### src/design/bukstk_pkg.sv
// Package for the bounded unique-key stack: request/response payload types,
// operation and status codes, controller state encoding. No dependencies.
package bukstk_pkg;

    // Operation codes carried in the func field
    localparam logic [1:0] FUNC_PUSH = 2'd0;
    localparam logic [1:0] FUNC_POP  = 2'd1;
    localparam logic [1:0] FUNC_PEEK = 2'd2;

    // Status codes returned with every response
    localparam logic [1:0] STAT_OK    = 2'd0;
    localparam logic [1:0] STAT_DUP   = 2'd1;
    localparam logic [1:0] STAT_FULL  = 2'd2;
    localparam logic [1:0] STAT_EMPTY = 2'd3;

    // Fixed field widths
    localparam int COUNT_W = 9;
    localparam logic [COUNT_W-1:0] MAX_ITEMS_RESET = 9'd100;

    // Input request
    typedef struct packed {
        logic [1:0]         func;
        logic [31:0]        item_key;
        logic [63:0]        item_name;
        logic [7:0]         item_category;
        logic signed [31:0] item_stock;
        logic [39:0]        item_price;
    } cmd_t;

    // Result
    typedef struct packed {
        logic [1:0]         status;
        logic [COUNT_W-1:0] count;
        logic [31:0]        out_key;
        logic [63:0]        out_name;
        logic [7:0]         out_category;
        logic signed [31:0] out_stock;
        logic [39:0]        out_price;
    } rsp_t;

    // Record body kept beside the key memory
    typedef struct packed {
        logic [63:0]        name;
        logic [7:0]         category;
        logic signed [31:0] stock;
        logic [39:0]        price;
    } rec_t;

    localparam int KEY_W = 32;
    localparam int REC_W = $bits(rec_t);

    // Controller states
    typedef enum logic [2:0] {
        S_IDLE,
        S_SEARCH,
        S_DRAIN,
        S_READ,
        S_FINISH
    } state_t;

endpackage

### src/design/bukstk_ctrl.sv
// Controller of the bounded unique-key stack: request sequencing, key search,
// count and limit register, response register. Depends on bukstk_pkg.
module bukstk_ctrl #(
    parameter int DEPTH = 256
) (
    input  logic                         clk,
    input  logic                         rst_n,
    // configuration
    input  logic                         cfg_valid,
    input  logic [bukstk_pkg::COUNT_W-1:0] cfg_data,
    // request / response
    input  logic                         cmd_valid,
    output logic                         cmd_ready,
    input  bukstk_pkg::cmd_t             cmd,
    output logic                         rsp_valid,
    input  logic                         rsp_ready,
    output bukstk_pkg::rsp_t             rsp,
    // memory side
    output logic                         rd_en,
    output logic [$clog2(DEPTH)-1:0]     rd_addr,
    input  logic [bukstk_pkg::KEY_W-1:0] key_rdata,
    input  bukstk_pkg::rec_t             rec_rdata,
    output logic                         wr_en,
    output logic [$clog2(DEPTH)-1:0]     wr_addr,
    output logic [bukstk_pkg::KEY_W-1:0] key_wdata,
    output bukstk_pkg::rec_t             rec_wdata
);

    localparam int AW = $clog2(DEPTH);
    localparam int CW = $clog2(DEPTH + 1);
    localparam int LW = (CW > bukstk_pkg::COUNT_W) ? CW : bukstk_pkg::COUNT_W;

    bukstk_pkg::state_t state_reg, state_next;
    bukstk_pkg::cmd_t   cmd_reg;
    bukstk_pkg::rsp_t   rsp_reg, rsp_next;
    logic [CW-1:0]      count_reg, count_next;
    logic [AW-1:0]      idx_reg, idx_next;
    logic               cmp_valid_reg, cmp_valid_next;
    logic               dup_reg, dup_next;
    logic               rsp_valid_reg, rsp_valid_next;
    logic [bukstk_pkg::COUNT_W-1:0] max_items_reg;

    logic          accept;
    logic          fire;
    logic          empty;
    logic          full;
    logic [AW-1:0] last_idx;
    logic [LW-1:0] limit_ext;
    logic [LW-1:0] max_ext;
    logic [LW-1:0] count_ext;
    logic [LW-1:0] new_count_ext;

    assign accept    = cmd_valid && cmd_ready;
    assign fire      = (state_reg == bukstk_pkg::S_FINISH) && (!rsp_valid_reg || rsp_ready);
    assign empty     = (count_reg == '0);
    assign last_idx  = AW'(count_reg - 1'b1);
    assign max_ext   = LW'(max_items_reg);
    assign limit_ext = (max_ext > LW'(DEPTH)) ? LW'(DEPTH) : max_ext;
    assign count_ext = LW'(count_reg);
    assign full      = (count_ext >= limit_ext);

    // Next state
    always_comb
    begin
        state_next = state_reg;
        unique case (state_reg)
            bukstk_pkg::S_IDLE:
            begin
                if (cmd_valid)
                begin
                    if (empty)
                    begin
                        state_next = bukstk_pkg::S_FINISH;
                    end
                    else if (cmd.func == bukstk_pkg::FUNC_PUSH)
                    begin
                        state_next = bukstk_pkg::S_SEARCH;
                    end
                    else if (cmd.func == bukstk_pkg::FUNC_POP ||
                             cmd.func == bukstk_pkg::FUNC_PEEK)
                    begin
                        state_next = bukstk_pkg::S_READ;
                    end
                    else
                    begin
                        state_next = bukstk_pkg::S_FINISH;
                    end
                end
            end
            bukstk_pkg::S_SEARCH:
            begin
                if (idx_reg == last_idx)
                begin
                    state_next = bukstk_pkg::S_DRAIN;
                end
            end
            bukstk_pkg::S_DRAIN:  state_next = bukstk_pkg::S_FINISH;
            bukstk_pkg::S_READ:   state_next = bukstk_pkg::S_FINISH;
            bukstk_pkg::S_FINISH:
            begin
                if (fire)
                begin
                    state_next = bukstk_pkg::S_IDLE;
                end
            end
            default:              state_next = bukstk_pkg::S_IDLE;
        endcase
    end

    // State-driven outputs: handshake and memory reads
    always_comb
    begin
        cmd_ready = 1'b0;
        rd_en     = 1'b0;
        rd_addr   = idx_reg;
        unique case (state_reg)
            bukstk_pkg::S_IDLE:   cmd_ready = 1'b1;
            bukstk_pkg::S_SEARCH: rd_en     = 1'b1;
            bukstk_pkg::S_READ:
            begin
                rd_en   = 1'b1;
                rd_addr = last_idx;
            end
            default:              rd_en = 1'b0;
        endcase
    end

    // Search bookkeeping: one key read issued per cycle, compared in the next cycle
    always_comb
    begin
        idx_next       = idx_reg;
        cmp_valid_next = (state_reg == bukstk_pkg::S_SEARCH);
        dup_next       = dup_reg;
        if (accept)
        begin
            idx_next = '0;
            dup_next = 1'b0;
        end
        else if (state_reg == bukstk_pkg::S_SEARCH)
        begin
            idx_next = idx_reg + 1'b1;
        end
        if (cmp_valid_reg && (key_rdata == cmd_reg.item_key))
        begin
            dup_next = 1'b1;
        end
    end

    // Operation result and stack update
    always_comb
    begin
        count_next = count_reg;
        wr_en      = 1'b0;
        rsp_next   = '0;
        rsp_next.status = bukstk_pkg::STAT_OK;
        case (cmd_reg.func) inside
            bukstk_pkg::FUNC_PUSH:
            begin
                if (dup_reg)
                begin
                    rsp_next.status = bukstk_pkg::STAT_DUP;
                end
                else if (full)
                begin
                    rsp_next.status = bukstk_pkg::STAT_FULL;
                end
                else
                begin
                    wr_en      = fire;
                    count_next = count_reg + 1'b1;
                end
            end
            bukstk_pkg::FUNC_POP,
            bukstk_pkg::FUNC_PEEK:
            begin
                if (empty)
                begin
                    rsp_next.status = bukstk_pkg::STAT_EMPTY;
                end
                else
                begin
                    rsp_next.out_key      = key_rdata;
                    rsp_next.out_name     = rec_rdata.name;
                    rsp_next.out_category = rec_rdata.category;
                    rsp_next.out_stock    = rec_rdata.stock;
                    rsp_next.out_price    = rec_rdata.price;
                    if (cmd_reg.func == bukstk_pkg::FUNC_POP)
                    begin
                        count_next = count_reg - 1'b1;
                    end
                end
            end
            default:
            begin
                rsp_next.status = bukstk_pkg::STAT_OK;
            end
        endcase
        new_count_ext  = LW'(count_next);
        rsp_next.count = new_count_ext[bukstk_pkg::COUNT_W-1:0];
    end

    // Push write port
    assign wr_addr            = count_reg[AW-1:0];
    assign key_wdata          = cmd_reg.item_key;
    assign rec_wdata.name     = cmd_reg.item_name;
    assign rec_wdata.category = cmd_reg.item_category;
    assign rec_wdata.stock    = cmd_reg.item_stock;
    assign rec_wdata.price    = cmd_reg.item_price;

    // Response valid: set on completion, cleared when taken
    always_comb
    begin
        rsp_valid_next = rsp_valid_reg;
        if (fire)
        begin
            rsp_valid_next = 1'b1;
        end
        else if (rsp_ready)
        begin
            rsp_valid_next = 1'b0;
        end
    end

    // Control registers
    always_ff @(posedge clk or negedge rst_n)
    begin
        if (!rst_n)
        begin
            state_reg     <= bukstk_pkg::S_IDLE;
            count_reg     <= '0;
            idx_reg       <= '0;
            cmp_valid_reg <= 1'b0;
            dup_reg       <= 1'b0;
            rsp_valid_reg <= 1'b0;
            max_items_reg <= bukstk_pkg::MAX_ITEMS_RESET;
        end
        else
        begin
            state_reg     <= state_next;
            idx_reg       <= idx_next;
            cmp_valid_reg <= cmp_valid_next;
            dup_reg       <= dup_next;
            rsp_valid_reg <= rsp_valid_next;
            if (fire)
            begin
                count_reg <= count_next;
            end
            if (cfg_valid)
            begin
                max_items_reg <= cfg_data;
            end
        end
    end

    // Payload registers
    always_ff @(posedge clk)
    begin
        if (accept)
        begin
            cmd_reg <= cmd;
        end
        if (fire)
        begin
            rsp_reg <= rsp_next;
        end
    end

    assign rsp_valid = rsp_valid_reg;
    assign rsp       = rsp_reg;

endmodule
### config.mk
export PLATFORM = sky130hd
export DESIGN_NAME = bukstk_ctrl
export DESIGN_NICKNAME = d
export VERILOG_FILES = /design/src/design/bukstk_pkg.sv /design/src/design/bukstk_ctrl.sv
export SDC_FILE = /design/constraint.sdc
export NUM_CORES = 1
export LEC_CHECK = 0
export ABC_AREA = 1
export BUFFER_PORTS_ARGS = -buffer_cell sky130_fd_sc_hd__buf_2
export CAP_MARGIN = 20
export CORE_AREA = 10 10 285 287
export DETAILED_ROUTE_END_ITERATION = 8
export DIE_AREA = 0 0 295 297
export GPL_ROUTABILITY_DRIVEN = 0
export GPL_TIMING_DRIVEN = 0
export HOLD_SLACK_MARGIN = 0.03
export PLACE_DENSITY = 0.55
export RECOVER_POWER = 100
export SLEW_MARGIN = 0
export SYNTH_ARGS = -nofsm -noshare
export SYNTH_HDL_FRONTEND = slang
export SYNTH_SLANG_ARGS = --single-unit
### constraint.sdc
create_clock -name clk -period 9.73 [get_ports clk]
set_input_delay 0.973 -clock clk [delete_from_list [all_inputs] [get_ports clk]]
set_output_delay 0.973 -clock clk [all_outputs]
set_load 0.005 [all_outputs]
==> results of run 1 <==
==> power by group through the flow <==
stage,Clock (mW),Sequential (mW),Combinational (mW)
3_3_place_gp,0,2.65,1.78
5_1_grt,1.87,2.60,1.84
4_1_cts,1.81,2.54,1.85
6_report,1.75,2.55,1.64
2_1_floorplan,0,2.60,0.946
3_5_place_dp,0,2.57,1.84
==> cell usage after synthesis <==
library cell,instances,share of area (%)
sky130_fd_sc_hd__a211oi_1,1,0.045
sky130_fd_sc_hd__a21oi_1,12,0.36
sky130_fd_sc_hd__a31oi_1,1,0.037
sky130_fd_sc_hd__and2_1,2,0.075
sky130_fd_sc_hd__buf_2,7,0.21
sky130_fd_sc_hd__buf_4,185,8.3
sky130_fd_sc_hd__buf_6,15,1.0
sky130_fd_sc_hd__clkbuf_1,3,0.067
sky130_fd_sc_hd__clkinv_1,2,0.045
sky130_fd_sc_hd__dfrtp_1,29,4.3
sky130_fd_sc_hd__dfstp_2,3,0.47
sky130_fd_sc_hd__edfxtp_1,365,66
sky130_fd_sc_hd__ha_1,15,1.1
sky130_fd_sc_hd__inv_1,219,4.9
sky130_fd_sc_hd__inv_2,1,0.022
sky130_fd_sc_hd__mux2_2,7,0.47
sky130_fd_sc_hd__nand2_1,114,2.6
sky130_fd_sc_hd__nand2_2,2,0.075
sky130_fd_sc_hd__nand3_1,43,1.3
sky130_fd_sc_hd__nand3_2,1,0.060
sky130_fd_sc_hd__nand3b_1,1,0.045
sky130_fd_sc_hd__nand4_1,8,0.30
sky130_fd_sc_hd__nor2_1,204,4.6
sky130_fd_sc_hd__nor2_2,3,0.11
sky130_fd_sc_hd__nor2_4,2,0.13
sky130_fd_sc_hd__nor3_1,6,0.18
sky130_fd_sc_hd__nor3_4,1,0.097
sky130_fd_sc_hd__nor4_1,9,0.34
sky130_fd_sc_hd__nor4_2,1,0.075
sky130_fd_sc_hd__o211ai_1,5,0.22
sky130_fd_sc_hd__o21ai_0,30,0.90
sky130_fd_sc_hd__o22ai_1,2,0.075
sky130_fd_sc_hd__o31ai_1,1,0.045
sky130_fd_sc_hd__xor2_1,34,1.8
==> cell families (layout without fill, tap and decap cells) <==
| kind of cell | Yosys count | in the layout |
|---|---|---|
| DFF | 397 | 397 |
| buffers and inverters | 432 | 1275 |
| AOI/OAI and AO/OA | 52 | 52 |
| xor gates and xnor gates | 34 | 34 |
| other | 0 | 6 |
| muxes | 7 | 7 |
| and+or+nand+nor | 397 | 397 |
| adders and majority gates | 15 | 15 |
==> worst max-delay path, stage by stage, from the launching register on <==
cell and delay (ns):
sky130_fd_sc_hd__dfrtp_1 0.39, sky130_fd_sc_hd__nor2_1 0.19, sky130_fd_sc_hd__nand2_1 0.12, sky130_fd_sc_hd__nor2_1 0.82, sky130_fd_sc_hd__clkbuf_1 1.31, sky130_fd_sc_hd__clkbuf_1 1.28, sky130_fd_sc_hd__buf_12 0.32, sky130_fd_sc_hd__buf_12 0.24
sky130_fd_sc_hd__buf_12 0.23, sky130_fd_sc_hd__clkbuf_1 1.05
==> metal layers <==
metal / vias up / GRT usage, % / part of all wire [%]
li1: 5799 / - / -
met1: 5634 / 15.01 / 39
met2: 456 / 23.20 / 50
met3: 77 / 4.409 / 9.2
met4: 2 / 3.551 / 1.8
met5: - / 0 / 0.021
==> how the worst min path moves through the flow <==
stage                     slack [ns]          start    endpoint
after floorplan                 0.46  cmp_valid_reg     dup_reg
after global placement          0.52  cmp_valid_reg     dup_reg
after detailed placement        0.52  cmp_valid_reg     dup_reg
after CTS                       0.48          rst_n  idx_reg[7]
after global routing            0.53  cmp_valid_reg     dup_reg
final                           0.50  cmp_valid_reg     dup_reg
==> cell usage in the layout, fill, tap and decap left out, types with 5 or more instances in the layout <==
| cell | n |
|---|---|
| sky130_fd_sc_hd__buf_2 | 497 |
| sky130_fd_sc_hd__edfxtp_1 | 365 |
| sky130_fd_sc_hd__clkbuf_1 | 296 |
| sky130_fd_sc_hd__inv_1 | 219 |
| sky130_fd_sc_hd__nor2_1 | 206 |
| sky130_fd_sc_hd__nand2_1 | 115 |
| sky130_fd_sc_hd__clkbuf_4 | 114 |
| sky130_fd_sc_hd__buf_4 | 65 |
| sky130_fd_sc_hd__clkbuf_16 | 47 |
| sky130_fd_sc_hd__nand3_1 | 44 |
| sky130_fd_sc_hd__xor2_1 | 34 |
| sky130_fd_sc_hd__o21ai_0 | 30 |
| sky130_fd_sc_hd__dfrtp_1 | 29 |
| sky130_fd_sc_hd__clkinv_1 | 16 |
| sky130_fd_sc_hd__ha_1 | 15 |
| sky130_fd_sc_hd__a21oi_1 | 12 |
| sky130_fd_sc_hd__nor4_1 | 9 |
| sky130_fd_sc_hd__nand4_1 | 8 |
| sky130_fd_sc_hd__nor3_1 | 7 |
| sky130_fd_sc_hd__mux2_2 | 7 |
| sky130_fd_sc_hd__diode_2 | 6 |
| sky130_fd_sc_hd__o211ai_1 | 5 |
| sky130_fd_sc_hd__bufinv_16 | 5 |
| sky130_fd_sc_hd__clkinv_2 | 5 |
==> final cells by class <==
| class | count | area [sq um] |
|---|---|---|
| fill | 8020 | 52630 |
| antenna | 6 | 15.01 |
| clock inverter | 26 | 250.2 |
| inverter | 222 | 833.3 |
| buffer | 210 | 1463 |
| sequential | 397 | 11770 |
| tap | 978 | 1224 |
| multi-input combinational | 505 | 2480 |
| timing repair buffer | 757 | 3533 |
| clock buffer | 60 | 1255 |
==> impl_summary.md, run 1 <==
Timing
The final worst-path cycle share is 66.11%. At the pin with the least slew margin, the transition time is 5.217 ns. The count of final hold-check violations is 0.

After layout, the worst setup slack is 3.298 ns. The worst hold margin is 0.4981 ns. Setup violations remaining at the end of the flow were counted as 0. The worst-case clock skew is 0.009617 ns. Setup repair after global routing left no endpoint under its margin.

The final count of pins violating max slew is 182. The worst-case headroom to the max-slew limit is -247.8%. After routing, the total negative slack on setup checks comes to 0 ns. The shortest period the worst path allows is 6.432 ns. The highest clock frequency the design can meet is 155.5 MHz.

Power and ir drop
Of the total power, the clock network draws 29.4%. In this run, the combinational gates consume 27.6% of the power. In this run the power spent charging and discharging nets is 1.917 mW. Of the total power, the share spent switching nets is 32.22%.

Sequential cells burn 43.0% of the power. Summing internal, switching and leakage power gives 5.948 mW. The internal power of the cells totals 4.032 mW. Power spread over the standard cell area amounts to 260.7 mW/mm^2. The leakage power total is 10.03 nW. The highest ir drop seen on vdd is 0.0001469 V.

Yosys
Counting every net in the synthesized netlist gives 1717. The combinational family with the most area after synthesis is buffers and inverters. The synthesized design contains 397 register bits. The number of synthesis warnings is 0. The instance count of the mapped netlist is 1334. The number of distinct library cells after synthesis is 34. Of the synthesized area, sequential elements account for 70.42%. The post-synthesis cell area is 0.01671 sq mm. The mean cell area of the mapped netlist is 12.52 sq um.

The XOR/XNOR share of the synthesized area is 1.783%. After Yosys synthesis, and, or, nand and nor cells account for 9.924% of the synthesized area. Summing the areas of all compound-gate instances in the mapped netlist gives 1.685% of the synthesized area.

The portion of netlist area occupied by mux cells is 0.4718%. The adder-cell area share of the yosys netlist is 1.123%.

Min path
In this run the worst hold path is classified as reg2reg. The cell depth of the worst hold path is 2.

Floorplanning
The full die area is 0.08762 sq mm. The cell row count is 101. The initial cell density of the core is 22.14%. The vertical die dimension is 297 microns.

Pin placement for this block handled 751 I/O pins. The die is 295 microns wide. The total area inside the core boundary comes to 0.07544 sq mm.

Cells and area
In the final layout, the share of cells above drive strength 1 is 34.82%. The post-layout instance count excluding filler cells is 3161. For this run, the share of the core covered by cells in the final layout is 30.25%. The total non-filler cell area in the finished layout is 0.02282 sq mm. For this run, the post-layout net count is 2523. The area added between synthesis and finish is 36.59%. The register with the most flip-flops in the layout has 187 of them.

Clock tree
Once the clock tree was built, the resizer swapped 0 gates to a different size. The number of clock sinks is 397. In this run the deepest clock path goes through 3 buffers.

After clock tree synthesis, the setup repair step added 0 buffers. At the later pin of the worst-skew pair, clock insertion delay measures 0.56 ns. TritonCTS built the clock tree. The clock transition at the registers of the reported paths is 0.06 ns. The number of clock buffers added by TritonCTS is 47. The H-tree was split into 2 levels. The clock root buffer master is sky130_fd_sc_hd__clkbuf_16. The hold-fix buffer count after cts is 0.

Critical path
Data arrives at the worst endpoint at 6.60 ns. The endpoint kind of the worst setup timing path is a register. The capturing instance or port of the critical path is key_wdata[28].

By startpoint and endpoint, the worst setup path is classified as reg2reg. In this run the critical register-to-register path is captured at key_wdata[28]. In this run the worst setup path begins at state_reg[1]. The startpoint of the worst-slack reg-to-reg timing path is state_reg[1]. The worst-case reg-to-reg path depth is 9. Along the worst path, the maximum fanout reaches 33. The kind of launch point of the worst setup path is a register.

The setup slack of the worst register-to-register path is 3.30 ns. Data on the critical path is required at its endpoint by 9.90 ns.

Route
The detailed router placed 11970 vias in this run. The mean routed wirelength per cell is 19.32 microns. Once detail routing completed, the nets flagged for antenna violations numbered 0.

Using the TritonRoute via totals, the vias-per-cell ratio works out to 3.786. After detailed routing, the number of remaining DRC violations is 0. After the first detailed-routing iteration, the DRC count stood at 580.

Summed over all layers, the routed wires come to 61060 microns. The number of iterations in the first detailed-routing pass is 5.

Status
The flow ran to the end, but the final reports show violations. The checks that failed: capacitance limit, slew limit.

Global routing
The total track usage is 13.19%. The number of antenna violations at the first check in global routing came to 7. Entering global routing, the biggest net connects 111 pins.

The number of global-route vias before repair is 12210. The total global routing overflow is 0. The first global-routing pass estimated 85100 microns of wire.

Run
The number of max-cap violations is 4.

Placed design
The number of cells after detailed placement is 3069. The total of buffers placed on input and output ports is 750. Timing analysis after detailed placement gives a worst setup slack of 6.005 ns. In this run the cell area measured after placement is 0.02185 sq mm. The placed wire-length estimate is 49500 microns.
Power figures use the tool's default switching activity.
==> run 2, diff against run 1 <==
==> constraint.sdc (replaced) <==
create_clock -name clk -period 5.16 [get_ports clk]
set_input_delay 0.516 -clock clk [delete_from_list [all_inputs] [get_ports clk]]
set_output_delay 0.516 -clock clk [all_outputs]
set_load 0.005 [all_outputs]
==> run 2 against run 1 <==
  * Global-route usage up 0.081 points
  * Die area unchanged
  * Flip-flop and latch count unchanged
  * Wire length up 0.58%
  * Clock skew up 0.025 ns
  * Critical endpoint is now key_wdata[30]
  * Via count up 0.26%
  * Count of clock-buffer cells in the layout down 1
  * First-iteration DRC count down 8.4%
  * Hold slack worse by 0.40 ns
  * Design area up 0.68%
  * The flow still finishes with violations (capacitance limit, slew limit)
  * Largest cell class unchanged
  * Cell count about the same
==> impl_summary.md, run 2 (same netlist as run 1, synthesis figures left out) <==
Route
The mean number of vias per cell is 3.794 (+0.20%). The mean routed wirelength per cell was 19.42 microns (+0.52%). The number of DRC markers in iteration 0 is 531 (-8.4%). The number of iterations in the first detailed-routing pass is 5 (unchanged). The DRC violation count after routing is 0 (unchanged).

The final antenna-violating net count is 0 (unchanged). The final wirelength is 61410 microns (+0.58%). The via total after detailed routing is 12000 (+0.26%).

Global routing
The number of antenna violations at the first check in global routing is 7 (unchanged). The total global routing overflow came to 0 (unchanged). The number of global-route vias before repair is 12300 (+0.78%). The global-route wire length before repair was 85300 microns (+0.23%). The total track usage is 13.27% (+0.081 points). The pin count of the biggest net entering global routing is 121 (+9.0%).

Clock tree
The maximum buffer depth of the clock tree is 3 (unchanged). CTS placed an instance of sky130_fd_sc_hd__clkbuf_16 at the clock tree root. The post-CTS setup repair buffer count is 0 (unchanged). The hold-fix buffer count after cts is 1 (+1). The post-cts resize count came to 0 (unchanged). The clock transition at the registers of the reported paths was 0.07 ns (about the same). The maximum level of the CTS H-tree came to 2 (unchanged). The number of buffers created by CTS is 48 (+2.1%).

The worst-skew pair later-pin latency is 0.59 ns (+0.03 ns). The number of clock sinks is 397 (unchanged). The TritonCTS clock tree is built.

Critical path
The startpoint of the worst-slack reg-to-reg timing path is state_reg[1]. The largest fanout on the critical path came to 32 (-3.0%). The worst setup path is launched from a register. The biggest cell delay along the critical path was 1.20 ns (-0.11 ns).

The setup slack of the worst register-to-register path came to 0.84 ns (-2.46 ns). The number of buffers and inverters on the critical path is 7 (+1). By startpoint and endpoint, the worst setup path is classified as reg2reg. The terminus of the critical flop-to-flop path is key_wdata[30]. STA classifies the critical path endpoint as a register.

The worst-case reg-to-reg path depth was 10 (+1). The gate family responsible for the most delay along the worst path is buffers and inverters. Traced cell by cell, the critical path runs through nor2_1, nand2_1, nor2_1, buf_16, buf_12, buf_12, buf_12, buf_12, buf_16, clkbuf_2. The endpoint arrival time on the critical path is 4.52 ns (-2.08 ns). The required time of the worst setup path is 5.36 ns (-4.54 ns). In this run the worst setup path begins at state_reg[1].

Counting stages on the worst path, the most repeated cell is sky130_fd_sc_hd__buf_12. For this design, the slowest cell found on the critical path is sky130_fd_sc_hd__nor2_1.

Floorplanning
The placeable core region is 0.07544 sq mm (unchanged). The initial cell density of the core is 22.14% (unchanged). The vertical die dimension is 297 microns (unchanged). The cell row count came to 101 (unchanged). The width of the chip is 295 microns (unchanged). The full die area was 0.08762 sq mm (unchanged). The number of top-level pins came to 751 (unchanged).

Run
The number of max-cap violations is 3 (-1).

Timing
The final worst-path cycle share is 83.70% (+18 points). The worst hold margin is 0.09853 ns (-0.3996 ns). The highest clock frequency the design can meet is 231.5 MHz (+49%). The worst-case clock skew is 0.03419 ns (+0.02457 ns). The actual slew at the worst max-slew pin is 2.153 ns (-3.064 ns). The worst-case headroom to the max-slew limit is -43.51% (+200 points). The final count of pins violating max slew is 118 (-35%). Setup repair after global routing left no endpoint under its margin. The final count of negative-setup-slack endpoints was 0 (unchanged). The shortest period the worst path allows is 4.319 ns (-2.114 ns). The count of final hold-check violations is 0 (unchanged).

Min path
For hold timing, the worst endpoint is key_wdata[24]. The path type of the worst min-delay path is in2reg. In this run the most critical hold path is launched from cmd[168]. The cell depth of the worst hold path is 1 (-1).

Cells and area
The share of cells above drive strength 1 was 35.82% (+1.0 points). The top cell types in the final layout, fill and taps aside, are 511 x sky130_fd_sc_hd__buf_2, 365 x sky130_fd_sc_hd__edfxtp_1, 281 x sky130_fd_sc_hd__clkbuf_1. The most common cell after layout, fill and taps aside is sky130_fd_sc_hd__buf_2. The area added between synthesis and finish is 37.52%. The total of fill cells in the finished design came to 7953 (-0.84%). The number of nets at the end of the flow is 2526 (+0.12%). The flip-flop count of the largest register after layout was 187 (unchanged).

Power and ir drop
The overall power is 11.34 mW (+91%). The power per standard cell area was 493.8 mW/mm^2 (+89%). The leakage power total is 10.13 nW (+1.1%). The highest ir drop seen on vdd is 0.0002896 V (+97%).

Status
The flow ran to the end, but the final reports show violations. The checks that failed: capacitance limit, slew limit.

Placed design
The placed wire-length estimate came to 49520 microns (about the same). The total of buffers placed on input and output ports is 750 (unchanged).
run 2: area by class of cell:
cell class	count	area [sq um]	share of cell area (%)
Sequential cell	397	11770	51.21
Timing Repair Buffer	759	3630	15.80
Multi-Input combinational cell	505	2480	10.79
Buffer	210	1456	6.340
Clock buffer	59	1285	5.593
Tap cell	978	1224	5.326
Inverter	222	833.3	3.627
Clock inverter	31	295.3	1.285
Antenna cell	2	5.005	0.02179
run 2: through the flow:
stage                     worst slack (ns)  cells  TNS (ns)  instance area (sq um)  utilization, %
after CTS                            1.355   3161         0                  23470           31.11
after detailed placement             1.982   3070         0                  21880           29.01
after floorplan                     0.7643   1334         0                  16710               -
after global routing                0.5616   3162         0                  22970           30.45
after global placement              -1.407   3062   -103.43                  21690           28.75
final                               0.8412   3163         0                  22970           30.45
run 2: power by group:
| group | internal, mW | switching, mW |
|---|---|---|
| logic | 1.15 | 1.98 |
| clock network | 2.02 | 1.39 |
| registers | 4.51 | 0.289 |
run 2: how the worst max path moves through the flow:
stage	to	slack [ns]	cells after the start
global placement	idx_reg[6]	-1.41	7
CTS	wr_en	1.35	13
floorplan	idx_reg[6]	0.76	7
detailed placement	wr_en	1.98	13
finish	key_wdata[30]	0.84	10
global route	key_wdata[30]	0.56	10
run 2: routing by layer:
layer	global-route usage, %	routed length, microns
met5	0	0
met4	4.218	1715
met3	4.417	5482
met2	23.72	30980
met1	14.56	23230
==> run 3, diff against run 2 <==
--- a/config.mk
+++ b/config.mk
@@ -14,7 +14,7 @@
 export GPL_ROUTABILITY_DRIVEN = 0
 export GPL_TIMING_DRIVEN = 0
 export HOLD_SLACK_MARGIN = 0.03
-export PLACE_DENSITY = 0.55
+export PLACE_DENSITY = 0.54
 export RECOVER_POWER = 100
 export SLEW_MARGIN = 0
 export SYNTH_ARGS = -nofsm -noshare
==> constraint.sdc (replaced) <==
create_clock -name clk -period 4.3 [get_ports clk]
set_input_delay 0.43 -clock clk [delete_from_list [all_inputs] [get_ports clk]]
set_output_delay 0.43 -clock clk [all_outputs]
set_load 0.005 [all_outputs]
==> run 3 against run 2 <==
  * The flow still finishes with violations (capacitance limit, slew limit)
  * Cell count rose by 5.2%
  * Sequential power rose by 20%
  * Combinational power rose by 27%
  * Largest cell class unchanged
  * Clock power rose by 16%
  * Critical path depth fell by 5
  * First-iteration DRC count rose by 9.8%
  * Count of clock-buffer cells in the layout rose by 2
  * Clock skew fell by 0.014 ns
==> impl_summary.md, run 3 (same netlist as run 1, synthesis figures left out) <==
Status
The flow ran to the end, but the final reports show violations. The checks that failed: capacitance limit, slew limit.

Timing
The final count of pins violating max slew is 154 (+31%). The worst-case headroom to the max-slew limit is -29.52% (+14 points). The worst hold margin was 0.1023 ns (+0.003806 ns). The final worst-path cycle share is 87.05% (+3.4 points). The shortest period the worst path allows is 3.743 ns (-0.5755 ns). The final count of negative-setup-slack endpoints is 0 (unchanged). The highest clock frequency the design can meet is 267.1 MHz (+15%). The actual slew at the worst max-slew pin came to 1.943 ns (-0.2098 ns). Setup repair after global routing left no endpoint under its margin. The worst-case clock skew is 0.02054 ns (-0.01365 ns). The count of final hold-check violations is 0 (unchanged).

Global routing
The total track usage is 13.56% (+0.29 points). The number of global-route vias before repair came to 13050 (+6.1%). The global-route wire length before repair is 88060 microns (+3.2%). The number of antenna violations at the first check in global routing is 9 (+2). The pin count of the biggest net entering global routing was 121 (unchanged). The total global routing overflow is 0 (unchanged).

Floorplanning
The width of the chip was 295 microns (unchanged). The number of top-level pins is 751 (unchanged). The full die area was 0.08762 sq mm (unchanged). The vertical die dimension was 297 microns (unchanged). The cell row count is 101 (unchanged). The initial cell density of the core is 22.14% (unchanged). The placeable core region was 0.07544 sq mm (unchanged).

Critical path
The category of the most critical setup path is reg2reg. The endpoint arrival time on the critical path came to 3.91 ns (-0.61 ns). The largest fanout on the critical path was 120 (+280%). The setup slack of the worst register-to-register path is 0.56 ns (-0.28 ns). The required time of the worst setup path is 4.46 ns (-0.90 ns). The endpoint kind of the worst setup timing path is a register.

The worst setup path is launched from a register.

Route
The final antenna-violating net count is 0 (unchanged). The number of iterations in the first detailed-routing pass is 4 (-1). The mean number of vias per cell is 3.786 (-0.19%). The via total after detailed routing is 12610 (+5.1%). The mean routed wirelength per cell is 18.75 microns (-3.4%).

The DRC violation count after routing is 0 (unchanged). The final wirelength came to 62410 microns (+1.6%). The number of DRC markers in iteration 0 was 583 (+9.8%).

Power and ir drop
The total net switching power is 4.376 mW (+19%). The highest ir drop seen on vdd is 0.0003913 V (+35%). The leakage power total was 10.80 nW (+6.5%). The switching share of power is 31.92% (-0.38 points). The logic gate share of total power is 29.0% (+1.4 points). The part of the total power dissipated in the clock network is 29.0% (-1.1 points).

The register share of total power came to 42.0% (-0.3 points). The internal power of the cells is 9.333 mW (+22%). The overall power is 13.71 mW (+21%). The power per standard cell area is 556.1 mW/mm^2 (+13%).

Clock tree
The maximum level of the CTS H-tree is 2 (unchanged). The clock transition at the registers of the reported paths is 0.06 ns (about the same). The post-cts resize count is 0 (unchanged). The tree is rooted in a sky130_fd_sc_hd__clkbuf_16. The number of buffers created by CTS came to 46 (-4.2%). The maximum buffer depth of the clock tree was 3 (unchanged). The worst-skew pair later-pin latency is 0.58 ns (about the same). The post-CTS setup repair buffer count was 0 (unchanged). The TritonCTS clock tree is built. The number of clock sinks is 397 (unchanged).

Cells and area
The multi-input gate area in the final layout is 0.002485 sq mm (+0.20%). The number of nets at the end of the flow is 2695 (+6.7%). The area added between synthesis and finish is 47.57%. The utilization after layout is 32.68% (+2.2 points).

The area occupied by registers is 0.01177 sq mm (unchanged). The library cells used most frequently in the layout, excluding fill and tap cells, are 487 x sky130_fd_sc_hd__buf_2, 365 x sky130_fd_sc_hd__edfxtp_1, 291 x sky130_fd_sc_hd__clkbuf_1. The share of cells above drive strength 1 is 32.59% (-3.2 points).

The library cell used most frequently in the layout, excluding fill and tap cells, is sky130_fd_sc_hd__buf_2. The flip-flop count of the largest register after layout was 187 (unchanged). The total of fill cells in the finished design is 7780 (-2.2%).

Placed design
The placed wire-length estimate is 49440 microns (-0.15%). The total of buffers placed on input and output ports is 750 (unchanged).

Run
The number of max-cap violations is 2 (-1).

Min path
The worst hold path belongs to the class in2reg.
[run 3: final timing paths]
check | startpoint | end | depth (start not counted)
max | state_reg[0] | rsp[91] | 5
max in group asynchronous | rst_n | count_ext[6] | 2
min reg2reg | cmp_valid_reg | dup_reg | 2
max reg2reg | state_reg[0] | rsp[91] | 5
min | cfg_data[0] | max_ext[0] | 3
min in group asynchronous | rst_n | idx_reg[0] | 2
[run 3: timing repair]
action,4_1_cts,5_1_grt
setup endpoints to repair,0,0
hold buffers,173,0
hold endpoints to repair,201,0
[run 3: stage by stage]
step	std cells	area (sq um)	worst slack [ns]	setup TNS, ns
after global routing	3329	24650	0.2300	0
after CTS	3325	25100	0.6016	0
after detailed placement	3069	21860	1.252	0
after floorplan	1334	16720	-0.05959	-0.06690
final	3329	24650	0.5567	0
after global placement	3062	21700	-1.879	-345.37
[run 3: cell type report]
cell class	instances	share of cell area, %
diodes	4	0.04060
flip-flops and latches	397	47.72
clock buffers	61	5.024
inverters	222	3.380
clock inverters	22	1.096
repair buffers	930	21.36
plain buffers	210	6.339
well taps	978	4.963
multi-input cells	505	10.08
[run 3: critical path: stages, from the launching register on]
cell	delay (ns)
sky130_fd_sc_hd__dfrtp_1	0.38
sky130_fd_sc_hd__nor2_1	0.21
sky130_fd_sc_hd__nand2_1	0.09
sky130_fd_sc_hd__nor2_1	0.53
sky130_fd_sc_hd__buf_8	0.59
sky130_fd_sc_hd__clkbuf_4	1.32
[run 3: power by group through the flow]
| stage | Combinational (mW) | Clock (mW) | Sequential, mW |
|---|---|---|---|
| 3_3_place_gp | 4.03 | 0 | 5.93 |
| 5_1_grt | 4.43 | 4.26 | 5.84 |
| 2_1_floorplan | 2.15 | 0 | 5.85 |
| 4_1_cts | 4.32 | 4.12 | 5.74 |
| 6_report | 3.98 | 3.97 | 5.76 |
| 3_5_place_dp | 4.17 | 0 | 5.81 |
[run 3: metal layers]
metal / share of wire, % / GRT usage [%]
met5: 0.027 / 0
met4: 2.8 / 4.533
met3: 8.3 / 4.021
met2: 51 / 24.13
met1: 38 / 15.19
